## src/fp32_divider_unit_assert.svh

```systemverilog
// assertion macros for the divider
`ifndef FP32_DIVIDER_UNIT_ASSERT_SVH
`define FP32_DIVIDER_UNIT_ASSERT_SVH
`ifndef NO_ASSERTIONS
`define FDIV_ASSERT_IMP(label, clk, rst, a, c) \
  label: assert property (@(posedge clk) disable iff (rst) (a) |-> (c)) else $error("%m");
`define FDIV_ASSERT_NEXT(label, clk, rst, a, c) \
  label: assert property (@(posedge clk) disable iff (rst) (a) |=> (c)) else $error("%m");
`else
`define FDIV_ASSERT_IMP(label, clk, rst, a, c)
`define FDIV_ASSERT_NEXT(label, clk, rst, a, c)
`endif
`endif

```

## src/fdiv_pkg.sv

```systemverilog
// ----------------------------------------------------------------------------
// fdiv_pkg
// types and constants used by fp32_divider_unit
// ----------------------------------------------------------------------------
package fdiv_pkg;
  localparam logic [31:0] DEFAULT_NAN = 32'h7FC00000;
  localparam logic [7:0] EXP_ONES = 8'hFF;
  localparam int SIG_W = 24;
  typedef enum logic [2:0] {
    ST_IDLE, ST_NORM, ST_DIV, ST_SHIFT, ST_ROUND, ST_OUT
  } state_t;
  typedef struct packed {
    logic start;
    logic busy;
    logic done;
  } ctrl_t;
endpackage

```

## src/fdiv_step.sv

```systemverilog
// ----------------------------------------------------------------------------
// fdiv_step
// one restoring division step: compare, subtract, shift
// ----------------------------------------------------------------------------
module fdiv_step (
  input  logic [25:0] num,
  input  logic [23:0] den,
  output logic [25:0] num_next,
  output logic        qbit
);
  logic [25:0] diff;
  assign diff = num - {2'b00, den};
  assign qbit = (num >= {2'b00, den});
  assign num_next = qbit ? {diff[24:0], 1'b0} : {num[24:0], 1'b0};
endmodule

```

## src/fp32_divider_unit.sv

```systemverilog
// ----------------------------------------------------------------------------
// fp32_divider_unit
// binary32 division, round to nearest even, one shared step unit
// ----------------------------------------------------------------------------
// channel  signals                                   dir
// in       in_valid in_stall dividend_bits divisor_bits  in
// out      out_valid out_stall quotient_bits            out
// special operands go from idle straight to output; others pass normalize (up to
// 46 subnormal shifts), divide, denormalize shift (up to 151 shifts), round
// and output; the divide state forms 24+GUARD_BITS quotient bits (27 by
// default) in a loop through the shared step unit
// in_stall is high whenever an item is in work or its result waits
// rst clears the sequencer only
module fp32_divider_unit #(
  parameter int GUARD_BITS = 3
) (
  input  logic        clk,
  input  logic        rst,
  input  logic        in_valid,
  output logic        in_stall,
  input  logic [31:0] dividend_bits,
  input  logic [31:0] divisor_bits,
  output logic        out_valid,
  input  logic        out_stall,
  output logic [31:0] quotient_bits
);
`include "fp32_divider_unit_assert.svh"
  localparam int QW = fdiv_pkg::SIG_W + GUARD_BITS;
  localparam int CW = $clog2(QW + 1);

  fdiv_pkg::state_t state, state_next;
  fdiv_pkg::ctrl_t ctrl;
  logic [25:0] num;
  logic [23:0] den;
  logic [QW-1:0] q;
  logic [CW-1:0] cnt;
  logic signed [10:0] xr;
  logic sr, special;
  logic [31:0] res;
  logic [25:0] step_num;
  logic step_q;

  fdiv_step u_step (.num(num), .den(den), .num_next(step_num), .qbit(step_q));

  assign ctrl.start = in_valid && !in_stall;
  assign ctrl.busy = (state != fdiv_pkg::ST_IDLE);
  assign ctrl.done = out_valid && !out_stall;
  assign in_stall = ctrl.busy;
  assign out_valid = (state == fdiv_pkg::ST_OUT);
  assign quotient_bits = res;

  logic [7:0] ea, eb;
  logic [22:0] fa, fb;
  logic an, bn, ai, bi, az, bz;
  assign ea = dividend_bits[30:23];
  assign eb = divisor_bits[30:23];
  assign fa = dividend_bits[22:0];
  assign fb = divisor_bits[22:0];
  assign an = (ea == fdiv_pkg::EXP_ONES) && (fa != '0);
  assign bn = (eb == fdiv_pkg::EXP_ONES) && (fb != '0);
  assign ai = (ea == fdiv_pkg::EXP_ONES) && (fa == '0);
  assign bi = (eb == fdiv_pkg::EXP_ONES) && (fb == '0);
  assign az = (dividend_bits[30:0] == '0);
  assign bz = (divisor_bits[30:0] == '0);

  always_ff @(posedge clk) begin
    if (rst) begin
      state <= fdiv_pkg::ST_IDLE;
    end else begin
      state <= state_next;
    end
  end

  logic normed, fin_sh;
  logic [QW-1:0] q_sh;
  logic [GUARD_BITS-1:0] low;
  logic [QW-GUARD_BITS:0] mant;
  logic rnd;
  logic [31:0] bits;
  assign normed = num[23] && den[23];
  assign fin_sh = (xr >= 11'sd1);
  assign low = q[GUARD_BITS-1:0];
  assign rnd = (low > {1'b1, {(GUARD_BITS-1){1'b0}}}) ||
               ((low == {1'b1, {(GUARD_BITS-1){1'b0}}}) && q[GUARD_BITS]);
  assign mant = {1'b0, q[QW-1:GUARD_BITS]} + {{(QW-GUARD_BITS){1'b0}}, rnd};
  assign q_sh = {1'b0, q[QW-1:1]} | {{(QW-1){1'b0}}, q[0]};

  always_comb begin
    bits = ({21'd0, xr - 11'sd1} << 23) + {{(32-QW+GUARD_BITS-1){1'b0}}, mant};
  end

  always_comb begin
    state_next = state;
    unique case (state)
      fdiv_pkg::ST_IDLE: if (ctrl.start) state_next = special ?
                                             fdiv_pkg::ST_OUT : fdiv_pkg::ST_NORM;
      fdiv_pkg::ST_NORM: if (normed) state_next = fdiv_pkg::ST_DIV;
      fdiv_pkg::ST_DIV: if (cnt == CW'(QW - 1)) state_next = fdiv_pkg::ST_SHIFT;
      fdiv_pkg::ST_SHIFT: if (fin_sh) state_next = fdiv_pkg::ST_ROUND;
      fdiv_pkg::ST_ROUND: state_next = fdiv_pkg::ST_OUT;
      fdiv_pkg::ST_OUT: if (ctrl.done) state_next = fdiv_pkg::ST_IDLE;
      default: state_next = fdiv_pkg::ST_IDLE;
    endcase
  end

  logic [31:0] res_sp;
  logic sgn;
  assign sgn = dividend_bits[31] ^ divisor_bits[31];

  always_comb begin
    special = 1'b1;
    if (an) res_sp = dividend_bits;
    else if (bn) res_sp = divisor_bits;
    else if (ai) res_sp = bi ? fdiv_pkg::DEFAULT_NAN : {sgn, fdiv_pkg::EXP_ONES, 23'd0};
    else if (bi) res_sp = {sgn, 31'd0};
    else if (bz) res_sp = az ? fdiv_pkg::DEFAULT_NAN : {sgn, fdiv_pkg::EXP_ONES, 23'd0};
    else if (az) res_sp = {sgn, 31'd0};
    else begin
      special = 1'b0;
      res_sp = '0;
    end
  end

  always_ff @(posedge clk) begin
    unique case (state)
      fdiv_pkg::ST_IDLE: begin
        res <= res_sp;
        sr <= sgn;
        num <= {2'b00, (ea != 0), fa};
        den <= {(eb != 0), fb};
        xr <= $signed({3'b000, (ea != 0) ? ea : 8'd1}) -
              $signed({3'b000, (eb != 0) ? eb : 8'd1}) + 11'sd127;
        cnt <= '0;
        q <= '0;
      end
      fdiv_pkg::ST_NORM: begin
        if (!num[23]) begin
          num <= {num[24:0], 1'b0};
          xr <= xr - 11'sd1;
        end else if (!den[23]) begin
          den <= {den[22:0], 1'b0};
          xr <= xr + 11'sd1;
        end else if (num[23:0] < den) begin
          num <= {num[24:0], 1'b0};
          xr <= xr - 11'sd1;
        end
      end
      fdiv_pkg::ST_DIV: begin
        num <= step_num;
        q <= {q[QW-2:0], step_q};
        cnt <= cnt + 1'b1;
        if (cnt == CW'(QW - 1)) q <= {q[QW-2:0], step_q | (step_num != '0)};
      end
      fdiv_pkg::ST_SHIFT: begin
        if (!fin_sh) begin
          q <= q_sh;
          xr <= xr + 11'sd1;
        end
      end
      fdiv_pkg::ST_ROUND: begin
        if (xr >= 11'sd255 || bits >= 32'h7F800000)
          res <= {sr, fdiv_pkg::EXP_ONES, 23'd0};
        else
          res <= {sr, bits[30:0]};
      end
      fdiv_pkg::ST_OUT: begin
      end
      default: begin
      end
    endcase
  end

  `FDIV_ASSERT_IMP(a_no_take_busy, clk, rst, ctrl.busy, in_stall)
  `FDIV_ASSERT_NEXT(a_done_idle, clk, rst, ctrl.done, state == fdiv_pkg::ST_IDLE)
  `FDIV_ASSERT_IMP(a_div_norm, clk, rst, state == fdiv_pkg::ST_DIV, den[23])
endmodule
```

## config.mk

```make
export PLATFORM = sky130hd
export DESIGN_NAME = fp32_divider_unit
export DESIGN_NICKNAME = d
export VERILOG_FILES = /design/src/fdiv_pkg.sv /design/src/fdiv_step.sv /design/src/fp32_divider_unit.sv
export VERILOG_INCLUDE_DIRS = /design/src /design/src/src
export SDC_FILE = /design/constraint.sdc
export NUM_CORES = 1
export LEC_CHECK = 0
export BUFFER_PORTS_ARGS = -buffer_cell sky130_fd_sc_hd__buf_2
export CAP_MARGIN = 20
export CELL_PAD_IN_SITES_DETAIL_PLACEMENT = 1
export CELL_PAD_IN_SITES_GLOBAL_PLACEMENT = 2
export CORE_ASPECT_RATIO = 1.4
export CORE_MARGIN = 2
export CORE_UTILIZATION = 34
export DETAILED_ROUTE_END_ITERATION = 12
export GPL_TIMING_DRIVEN = 0
export PLACE_DENSITY = 0.81
export SKIP_CTS_REPAIR_TIMING = 1
export SYNTH_ARGS = -nofsm -noshare
export SYNTH_HDL_FRONTEND = slang
export SYNTH_SLANG_ARGS = --single-unit
```

## constraint.sdc

```tcl
create_clock -name clk -period 3.95 [get_ports clk]
set_clock_uncertainty 0.15 [all_clocks]
set_input_delay 1.185 -clock clk [delete_from_list [all_inputs] [get_ports clk]]
set_output_delay 1.185 -clock clk [all_outputs]
set_load 0.02 [all_outputs]
```

# Word level (Yosys, flattened, before mapping)
# Cells that the tools add are included.
# totals
register_bits	129
latchBits	0
mem_bits_rw	0
rom_bits	0
in_bits	68
output_inout_bits	34
word_cells	124
memories	0
# classes
n_addsub	8
mul	0
div	0
magnitude_cmp	6
eq_ne	20
shifts	0
mux	42
bitwise_logic	3
reduce_logical	35
# ops
operator	n
$mux 32	8
$mux 26	4
$pmux 27 s3	1
$pmux 26 s3	1
$pmux 32 s2	1
$logic_not 31->1	2
$mux 24	2
$pmux 24 s2	1
$logic_not 23->1	2
$reduce_bool 23->1	2
$mux 11	4
$pmux 11 s3	1
$add 32x25->32	1
$ge 32x31->1 const B	1
$mux 31	1
$mux 27	1
$ge 26x24->1	1
$or 26x1->26	1
$reduce_bool 26->1	1
$add 24x1->25	1
$sub 25x24->25	1
$lt 24x24->1	1
$mux 3	6
$pmux 3 s6	1
other kinds (32)	68

# Logic depth before layout (Yosys ltp)
# Gate-level depths: netlist of the first run.
# depth
depth_word	10
mapped_depth	13
ltp_nobuf	13

# By module
# From an unflattened synthesis of the first run, not the netlist that was laid out.
# hier_totals
cells_unflattened	1192
hier_area_um2	10926.7
# by_module_without_submodules
module	instances	cells_each	area_per_inst_um2	seq_area_each_um2
fp32_divider_unit	1	914	9176.3	3843.7
fdiv_step	1	278	1750.4	0.0

# Worst setup path after synthesis of the first run
# No wires, ideal clock.
# synth_timing
kind	register -> register
from	register num[0]
to	register num[0] (enable)
setup_ps	415
t_arrival_ps	3485
t_required_ps	3385
slack_ps	-100
path_stages_with_launch	12
path_buffers	0
synth_period_minus_slack_ps	4050
cell_sequence	edfxtp_1 -> inv_1 -> ha_1 -> inv_1 -> fa_1 -> a211oi_1 -> o211ai_1 -> a31oi_1 -> o211ai_1 -> a21oi_1 -> o21ai_0 -> a21oi_1
# synth_via
elab_chain_len	3
# synth_rtl
item	line	text
from (decl)	fp32_divider_unit.sv:33	logic [25:0] num;
from (signal assigned)	fp32_divider_unit.sv:129	num <= {2'b00, (ea != 0), fa};
from (signal assigned)	fp32_divider_unit.sv:138	num <= {num[24:0], 1'b0};
from (signal assigned)	fp32_divider_unit.sv:144	num <= {num[24:0], 1'b0};
$lt 24x24->1	fp32_divider_unit.sv:143	end else if (num[23:0] < den) begin
$ne 3x3->1 (no source line)	n/a	
$reduce_and 3->1 (no source line)	n/a	
# No other way between the ends.
# A chain may end at the register's enable or synchronous reset.

# Worst setup path in the final report of the first run
# layout_timing
from	register q[3]
to	register res[21], in the netlist quotient_bits[21], data pin
# layout_via
elab_chain_len	8
# layout_rtl
item	line	text
from (decl)	fp32_divider_unit.sv:35	logic [QW-1:0] q;
from (signal assigned)	fp32_divider_unit.sv:150	q <= {q[QW-2:0], step_q};
from (signal assigned)	fp32_divider_unit.sv:152	if (cnt == CW'(QW - 1)) q <= {q[QW-2:0], step_q | (step_num != '0)};
from (signal assigned)	fp32_divider_unit.sv:156	q <= q_sh;
$logic_and 1x1->1	fp32_divider_unit.sv:84	((low == {1'b1, {(GUARD_BITS-1){1'b0}}}) && q[GUARD_BITS]);
$logic_or 1x1->1	fp32_divider_unit.sv:83	assign rnd = (low > {1'b1, {(GUARD_BITS-1){1'b0}}}) ||
$add 24x1->25 (*)	fp32_divider_unit.sv:85	assign mant = {1'b0, q[QW-1:GUARD_BITS]} + {{(QW-GUARD_BITS){1'b0}}, rnd};
$add 32x25->32 (*)	fp32_divider_unit.sv:89	bits = ({21'd0, xr - 11'sd1} << 23) + {{(32-QW+GUARD_BITS-1){1'b0}}, mant};
$ge 32x31->1	fp32_divider_unit.sv:161	if (xr >= 11'sd255 || bits >= 32'h7F800000)
$logic_or 1x1->1	fp32_divider_unit.sv:161	
$mux 31 (*)	fp32_divider_unit.sv:161	
$pmux 32 s2 (*)	fp32_divider_unit.sv:125	unique case (state)
to (signal assigned)	fp32_divider_unit.sv:127	res <= res_sp;
to (signal assigned)	fp32_divider_unit.sv:162	res <= {sr, fdiv_pkg::EXP_ONES, 23'd0};
to (signal assigned)	fp32_divider_unit.sv:164	res <= {sr, bits[30:0]};
to (decl)	fp32_divider_unit.sv:39	logic [31:0] res;
# Every way passes the cells marked *; elsewhere a longest branch is shown, timed or not.

==> results.py, run 1 <==
metrics = {
    "setup_path": {
        "crit_arrival_ns": 3.77,
        "cpPeakStageDelay_ns": 0.53,
        "crit_path_cell_trace": "and2_1, ha_1, nand3_1, or2_2, nor3_4, a21oi_1, xnor2_1, or4_4, o41ai_4, buf_4, buf_6, o21ai_2",
        "cp-end-kind": "register",
        "cp_top_family": "simple AND/OR/NAND/NOR gates",
        "regToRegSetupSlack_ns": 0.22,
        "critPathLaunchType": "register",
        "reg2reg_to": "quotient_bits[21]",
        "path_max_fanout": 10,
        "critical_path.slowest_cell": "or4_4",
        "timing_worst_setup_path_type": "reg2reg",
        "crit_buf_inv": 2,
        "r2r_cells": 12,
        "r2r-start": "q[3]",
        "required_ns": 3.98,
    },
    "drt": {
        "via_per_inst": 5.61,
        "drt-wirelength-per-cell_um": 21.6,
        "ant_nets": 0,
        "drc": 0,
        "drt_wl_total_um": 33100,
        "drt-pass1-iter-count": 5,
        "vias": 8599,
        "drt_iter0_markers": 507,
    },
    "power_and_ir_drop": {
        "irDropWorstVdd_uv": 337,
        "power_density_mw_per_mm2": 958,
        "p_leak_nw": 4.38,
    },
    "logic_synthesis": {
        "ys_seq_elements": 129,
        "syn-num-nets": 1129,
        "syn_avg_cell_area_um2": 9.30,
        "synthCells": 1017,
        "synth_edf_count": 126,
        "ys_types": 65,
        "ys_seq_area_share_pct": 40.7,
        "synth_top_area_share_pct": 40.0,
        "synth_area_mm2": 0.00945,
        "synthTopCellsByArea": "edfxtp_1 40%, ha_1 5.6%, nand2_1 4.2%, xor2_1 4.0%, a21oi_1 3.4%",
        "synthArstFlopShare_pct": 0,
        "ys.flop_type": "edfxtp_1",
        "yosys_warnings": 0,
        "synth_top_cell_by_area": "edfxtp_1",
    },
    "sta": {
        "hold_viol_final": 0,
        "setup-violations-final": 0,
        "rsz0062_at_grt": "false",
        "slew-limit-headroom_pct": 36.9,
        "timing.final.ws_setup_ns": 0.217,
        "final.period_utilization_pct": 94.5,
        "fmax_mhz": 268,
        "finalCriticalPeriod_ns": 3.73,
        "worst_pin_slew_ns": 0.922,
        "slew_viol_final": 0,
    },
    "floorplanning": {
        "die_x_um": 145,
        "core_mm2": 0.0275,
        "io_pins": 102,
        "die_y_um": 201,
        "die-area_mm2": 0.0292,
        "initial_utilization_pct": 34.4,
        "row_count": 72,
    },
    "status": {
        "run_status": "complete, no violations",
    },
    "finish": {
        "drive_gt1_share_pct": 19.6,
        "postLayoutCellArea_mm2": 0.0113,
        "area_growth_pct": 19.5,
        "fin_nets": 1262,
        "diodes": 0,
    },
    "grt": {
        "grt-ovfl-total": 0,
        "grt_pass1_vias": 9003,
        "grtUsageTotal_pct": 22.4,
        "grt_pass1_wl_um": 51300,
        "antenna_found_initial": 0,
        "grt_max_degree": 33,
    },
    "clocking": {
        "clk_path_buf_depth": 2,
        "htreeDepth": 4,
        "cts_tree": "built",
        "insertion_delay_ns": 0.44,
        "cts.sink_count": 129,
        "clockRootBuffer": "clkbuf_16",
        "clkTransAtPathRegs_ns": 0.07,
        "cts_buffers": 17,
    },
    "worst_hold_path": {
        "whs_endpoint": "q[0]",
        "whs_path_depth": 2,
        "worstHoldPathType": "reg2reg",
        "min-delay-start": "q[0]",
    },
    "job": {
        "cap_violations": 0,
    },
    "placed_design": {
        "post-place-ws_ns": -0.351,
        "dpl.hpwl_um": 25900,
        "gp_congestion": 0.880,
        "io_buffers": 101,
        "dpl_cell_area_mm2": 0.0105,
    },
}
-- worst register-to-register path, delay by kind of cell (launching register included) --
family	cells	cell delay (ns)
adders and majority gates	1	0.24
and+or+nand+nor	5	1.51
DFF	1	0.43
buffers and inverters	2	0.39
xor gates and xnor gates	1	0.17
AOI/OAI and AO/OA	3	0.60
-- registers in the layout, summed over array words and instances, names as in the netlist --
name           flops
sr                 1
quotient_bits     32
num               26
xr                11
cnt                5
den               24
q                 27
state              3
-- synthesized netlist by cell type (19+ instances only) --
cell and number:
ha_1 42, nor3_1 25, a22o_1 27, xor2_1 43
o21ai_2 19, mux2_2 21, clkbuf_1 49, nand3_1 23
inv_1 49, nand4_1 25, xnor2_1 31, o21ai_0 49
and3_1 19, edfxtp_1 126, nor4_1 25, a21oi_1 64
nor2_1 81, o31ai_1 21, nand2_1 106
-- layer usage --
metal / global-route usage [%] / vias to the layer above / routed length, um
met5: 0 / - / 0
met4: 8.52 / 0 / 1240
met3: 2.72 / 59 / 993
met2: 41.4 / 200 / 17300
met1: 26.5 / 4267 / 13500
li1: - / 4073 / -
-- power breakdown --
group	total, mW	leakage (nW)	switching, mW	internal [mW]
clock	1.57	0.269	0.683	0.883
combinational	6.12	2.77	3.92	2.20
sequential	3.14	1.35	0.561	2.58
total	10.8	4.38	5.17	5.65
-- cells in the final DEF (no fill, tap or decap), drive strengths merged, types with 23 or more instances in the layout --
cell,count
buf,129
edfxtp,126
nand2,106
nor2,81
o21ai,70
a21oi,65
clkbuf,64
inv,57
xor2,43
ha,42
xnor2,31
a22o,27
nor4,26
nand4,25
nor3,25
nand3,23
-- stage by stage --
step | cells | power, mW | hold WS, ns | utilization (%) | setup TNS [ns]
6_report | 1533 | 10.8 | 0.449 | 41.1 | 0
5_1_grt | 1533 | 11.6 | 0.488 | 41.1 | 0
4_1_cts | 1525 | 10.6 | 0.456 | 40.5 | -20.48
3_5_place_dp | 1493 | 8.98 | 0.439 | 38.4 | -18.91
3_3_place_gp | 1488 | 8.82 | 0.429 | 38.0 | -75.17
2_1_floorplan | 1017 | 7.03 | 0.392 | - | 0
-- worst max-delay path by stage --
stage	start	to	slack (ns)	depth (start not counted)
3_3_place_gp	state[0]	quotient_bits[21]	-0.96	8
4_1_cts	num[0]	num[17]	-0.37	13
6_report	q[3]	quotient_bits[21]	0.22	12
2_1_floorplan	dividend_bits[23]	xr[8]	0.04	12
3_5_place_dp	dividend_bits[27]	xr[8]	-0.35	13
5_1_grt	num[0]	num[22]	0.02	13
-- final cells by class --
| cell class | count | area [um^2] |
|---|---|---|
| well taps | 370 | 463 |
| multi-input cells | 777 | 5300 |
| inverters | 49 | 184 |
| plain buffers | 63 | 279 |
| flip-flops and latches | 129 | 3840 |
| fillers | 3218 | 16200 |
| clock buffers | 17 | 425 |
| clock inverters | 15 | 148 |
| repair buffers | 113 | 651 |
-- logic make-up (layout without fill, tap and decap cells) --
kind of cell / after synthesis / in the layout / share of synthesized area, %
fa+ha+maj: 44 / 44 / 5.98
buf+inv: 112 / 257 / 4.76
compound gates: 272 / 273 / 20.1
xor+xnor: 74 / 74 / 6.86
flops: 129 / 129 / 40.7
mux: 23 / 23 / 2.71
simple gates: 363 / 363 / 19.0
(Power assumes the default switching activity.)
==> run 2, diff against run 1 <==
- CTS_CLUSTER_SIZE: default -> 24
- SETUP_SLACK_MARGIN: default -> 0.4
==> results.py, run 2 (same netlist as run 1, synthesis figures left out) <==
metrics = {
    "setup_path": {
        "critPathLaunchType": "input pin",
        "cp-end-kind": "register",
        "r2r-start": "num[0]",
        "path_max_fanout": 3,
        "timing_worst_setup_path_type": "in2reg",
        "reg2reg_to": "num[24]",
        "required_ns": 4.10,
        "crit_arrival_ns": 3.81,
        "cpPeakStageDelay_ns": 0.39,
        "regToRegSetupSlack_ns": 0.48,
        "crit_path_cell_trace": "buf_8, nor4_4, nand2_1, nand2b_1, ha_2, fa_2, nor2b_1, o21a_1, or3_4, a22oi_2, o21ai_2, or3b_4, a211o_1, nand3_1",
        "critical_path.slowest_cell": "or3b_4",
        "r2r_cells": 13,
    },
    "worst_hold_path": {
        "whs_endpoint": "q[25]",
        "whs_path_depth": 1,
        "worstHoldPathType": "reg2reg",
        "min-delay-start": "q[26]",
    },
    "floorplanning": {
        "die_x_um": 145,
        "initial_utilization_pct": 34.4,
        "die-area_mm2": 0.0292,
        "io_pins": 102,
        "core_mm2": 0.0275,
        "row_count": 72,
        "die_y_um": 201,
    },
    "clocking": {
        "cts_buffers": 17,
        "cts.sink_count": 129,
        "cts_tree": "built",
        "clkTransAtPathRegs_ns": 0.06,
        "clk_path_buf_depth": 2,
        "clockRootBuffer": "clkbuf_16",
        "insertion_delay_ns": 0.44,
        "htreeDepth": 4,
    },
    "finish": {
        "final_cells": 1559,
        "drive_gt1_share_pct": 24.2,
        "postLayoutCellArea_mm2": 0.0117,
        "diodes": 0,
        "fin_nets": 1288,
        "mostFrequentLayoutCells": "126 x edfxtp_1, 106 x nand2_1, 102 x buf_2, 79 x nor2_1, 60 x a21oi_1",
        "largest_reg_flops": 32,
        "area_growth_pct": 24.0,
        "mostFrequentLayoutCell": "edfxtp_1",
        "fill_cells": 3175,
        "multi_input_area_mm2": 0.00549,
        "seqCellArea_mm2": 0.00384,
    },
    "placed_design": {
        "io_buffers": 101,
        "dp_cells": 1491,
        "dpl_cell_area_mm2": 0.0105,
        "gp_congestion": 0.887,
        "dpl.hpwl_um": 26000,
    },
    "drt": {
        "drt-wirelength-per-cell_um": 21.6,
        "ant_nets": 0,
        "drc": 0,
        "drt_wl_total_um": 33700,
        "drt_iter0_markers": 493,
        "via_per_inst": 5.58,
        "vias": 8705,
        "drt-pass1-iter-count": 7,
    },
    "power_and_ir_drop": {
        "p_leak_nw": 4.59,
        "power_density_mw_per_mm2": 950,
        "irDropWorstVdd_uv": 374,
    },
    "sta": {
        "finalCriticalPeriod_ns": 3.67,
        "hold_viol_final": 0,
        "final.period_utilization_pct": 92.8,
        "slew-limit-headroom_pct": 35.8,
        "setup-violations-final": 0,
        "worst_pin_slew_ns": 0.960,
        "hold_slack_ns": 0.471,
        "fmax_mhz": 273,
        "rsz0062_at_grt": "true",
        "slew_viol_final": 0,
    },
    "grt": {
        "grtUsageTotal_pct": 22.7,
        "busiest_layer": "met2",
        "use_met3_pct": 2.83,
        "grt_pass1_wl_um": 51900,
        "grt_pass1_vias": 8946,
        "grt.met1_usage_pct": 27.2,
        "grt-ovfl-total": 0,
        "gr-usage-met2_pct": 41.6,
        "grt_max_degree": 35,
        "antenna_found_initial": 0,
    },
    "job": {
        "cap_violations": 0,
    },
    "status": {
        "run_status": "complete, no violations",
    },
}
[run 2: layer usage]
metal / vias up / wire length, um
met1: 4313 / 13600
met2: 217 / 17900
li1: 4115 / -
met3: 60 / 1090
met4: 0 / 1140
met5: - / 0
[run 2: area by class of cell]
class | instances | area share [%]
Multi-Input combinational cell | 777 | 46.8
Sequential cell | 129 | 32.8
Timing Repair Buffer | 139 | 7.39
Tap cell | 370 | 3.95
Clock buffer | 17 | 3.63
Buffer | 63 | 2.56
Inverter | 49 | 1.57
Clock inverter | 15 | 1.26
[run 2: power breakdown]
| part | switching [mW] | leakage, nW | internal, mW |
|---|---|---|---|
| combinational | 4.07 | 2.97 | 2.35 |
| clock | 0.683 | 0.267 | 0.882 |
| sequential | 0.561 | 1.35 | 2.58 |
[run 2: worst max-delay path by stage]
stage / slack [ns] / end / start
after CTS: -0.42 / xr[10] / num[0]
after floorplan: 0.16 / xr[8] / divisor_bits[27]
after global routing: 0.15 / xr[8] / dividend_bits[23]
after detailed placement: -0.41 / xr[3] / num[0]
final: 0.28 / xr[8] / divisor_bits[27]
after global placement: -0.89 / quotient_bits[21] / state[0]
[run 2: through the flow]
stage	total power, mW	setup slack (ns)	utilization [%]	TNS, ns
detailed placement	8.96	-0.408	38.4	-26.36
global placement	8.82	-0.890	38.1	-65.40
floorplan	7.04	0.160	-	0
CTS	10.6	-0.424	40.5	-27.26
finish	11.1	0.284	42.7	0
global route	11.9	0.155	42.7	0
[run 2: critical path, delay by kind of cell]
kind,cells,cell delay [ns]
simple gates,7,1.30
compound gates,4,0.80
fa+ha+maj,2,0.43
buf+inv,1,0.10
==> run 3, diff against run 2 <==
- CAP_MARGIN: 20 -> default
- GPL_ROUTABILITY_DRIVEN: default -> 0
- SETUP_SLACK_MARGIN: 0.4 -> 0.3
==> results.py, run 3 (same netlist as run 1, synthesis figures left out) <==
metrics = {
    "grt": {
        "grt_pass1_vias": 8857,
        "grt-ovfl-total": 0,
        "grt_max_degree": 35,
        "grt_pass1_wl_um": 51000,
        "grtUsageTotal_pct": 22.2,
        "antenna_found_initial": 0,
    },
    "setup_path": {
        "critPathLaunchType": "input pin",
        "cp-end-kind": "register",
        "timing_worst_setup_path_type": "in2reg",
        "r2r_cells": 13,
        "regToRegSetupSlack_ns": 0.37,
        "required_ns": 4.10,
        "path_max_fanout": 3,
        "r2r-start": "num[0]",
        "reg2reg_to": "num[24]",
        "crit_arrival_ns": 3.81,
    },
    "worst_hold_path": {
        "min-delay-start": "sr",
        "whs_endpoint": "quotient_bits[31]",
        "worstHoldPathType": "reg2reg",
        "whs_path_depth": 2,
    },
    "sta": {
        "hold_slack_ns": 0.442,
        "slew-limit-headroom_pct": 36.7,
        "finalCriticalPeriod_ns": 3.66,
        "slew_viol_final": 0,
        "rsz0062_at_grt": "true",
        "final.period_utilization_pct": 92.7,
        "worst_pin_slew_ns": 0.948,
        "setup-violations-final": 0,
        "hold_viol_final": 0,
        "fmax_mhz": 273,
        "fin_tns_setup_ns": 0,
    },
    "floorplanning": {
        "initial_utilization_pct": 34.4,
        "die_y_um": 201,
        "io_pins": 102,
        "core_mm2": 0.0275,
        "die-area_mm2": 0.0292,
        "row_count": 72,
        "die_x_um": 145,
    },
    "clocking": {
        "cts_tree": "built",
        "htreeDepth": 4,
        "clockRootBuffer": "clkbuf_16",
        "clk_path_buf_depth": 2,
        "cts_buffers": 17,
        "clkTransAtPathRegs_ns": 0.06,
        "cts.sink_count": 129,
        "insertion_delay_ns": 0.44,
    },
    "finish": {
        "drive_gt1_share_pct": 22.9,
        "final_cells": 1550,
        "largest_reg_flops": 32,
        "diodes": 0,
        "fill_cells": 3190,
        "mostFrequentLayoutCell": "edfxtp_1",
        "mostFrequentLayoutCells": "126 x edfxtp_1, 106 x nand2_1, 103 x buf_2, 79 x nor2_1, 59 x a21oi_1",
        "area_growth_pct": 22.9,
        "fin_nets": 1279,
    },
    "job": {
        "cap_violations": 0,
    },
    "power_and_ir_drop": {
        "power_density_mw_per_mm2": 953,
        "p_leak_nw": 4.52,
        "irDropWorstVdd_uv": 360,
        "power_mw": 11.1,
    },
    "drt": {
        "via_per_inst": 5.54,
        "drt_wl_total_um": 33300,
        "drt_iter0_markers": 570,
        "drt-pass1-iter-count": 5,
        "drt-wirelength-per-cell_um": 21.5,
        "ant_nets": 0,
        "vias": 8584,
        "drc": 0,
    },
    "placed_design": {
        "dpl.hpwl_um": 25700,
        "io_buffers": 101,
        "dp_cells": 1490,
    },
    "status": {
        "run_status": "complete, no violations",
    },
}
-- run 3: final cells by class --
cell class / instances / area [um^2] / share of cell area (%)
flip-flops and latches: 129 / 3840 / 33.1
clock buffers: 17 / 425 / 3.66
well taps: 370 / 463 / 3.99
plain buffers: 63 / 297 / 2.55
multi-input cells: 777 / 5460 / 47.0
clock inverters: 15 / 136 / 1.17
repair buffers: 130 / 810 / 6.97
inverters: 49 / 184 / 1.58
-- run 3: where the power goes --
part / internal, mW / switching [mW] / total (mW) / leakage [nW]
clock network: 0.833 / 0.704 / 1.54 / 0.273
registers: 2.58 / 0.552 / 3.13 / 1.35
logic: 2.35 / 4.05 / 6.40 / 2.90
-- run 3: metrics by stage --
stage	setup slack, ns	util (%)	area (um^2)
final	0.289	42.3	11600
after global routing	0.166	42.3	11600
after CTS	-0.395	40.4	11100
after detailed placement	-0.351	38.3	10500
after global placement	-0.958	38.1	10500
after floorplan	0.157	-	9500
-- run 3: worst max path at each step --
stage / from / endpoint / slack [ns] / cells past startpoint
2_1_floorplan: divisor_bits[27] / xr[8] / 0.16 / 13
6_report: divisor_bits[27] / xr[8] / 0.29 / 14
4_1_cts: num[0] / num[6] / -0.39 / 13
3_5_place_dp: num[0] / num[6] / -0.35 / 13
5_1_grt: divisor_bits[27] / xr[8] / 0.17 / 14
3_3_place_gp: state[0] / quotient_bits[21] / -0.96 / 8
-- run 3: worst max-delay path, cell delays in order --
cell and delay, ns:
buf_6 0.10, nor4_4 0.25, nand2_1 0.10, nand2b_1 0.15, ha_4 0.17, fa_2 0.20
nor2b_1 0.05, o21a_1 0.19, or3_4 0.34, a22oi_2 0.22, o21ai_2 0.09, or3b_4 0.40
a211o_1 0.30, nand3_1 0.06
-- run 3: routing by layer --
metal	vias to the layer above	wire length [um]	GRT usage, %
met3	49	1120	2.49
li1	4102	-	-
met2	193	17900	41.8
met4	0	867	7.07
met1	4240	13400	26.3
met5	-	0	0
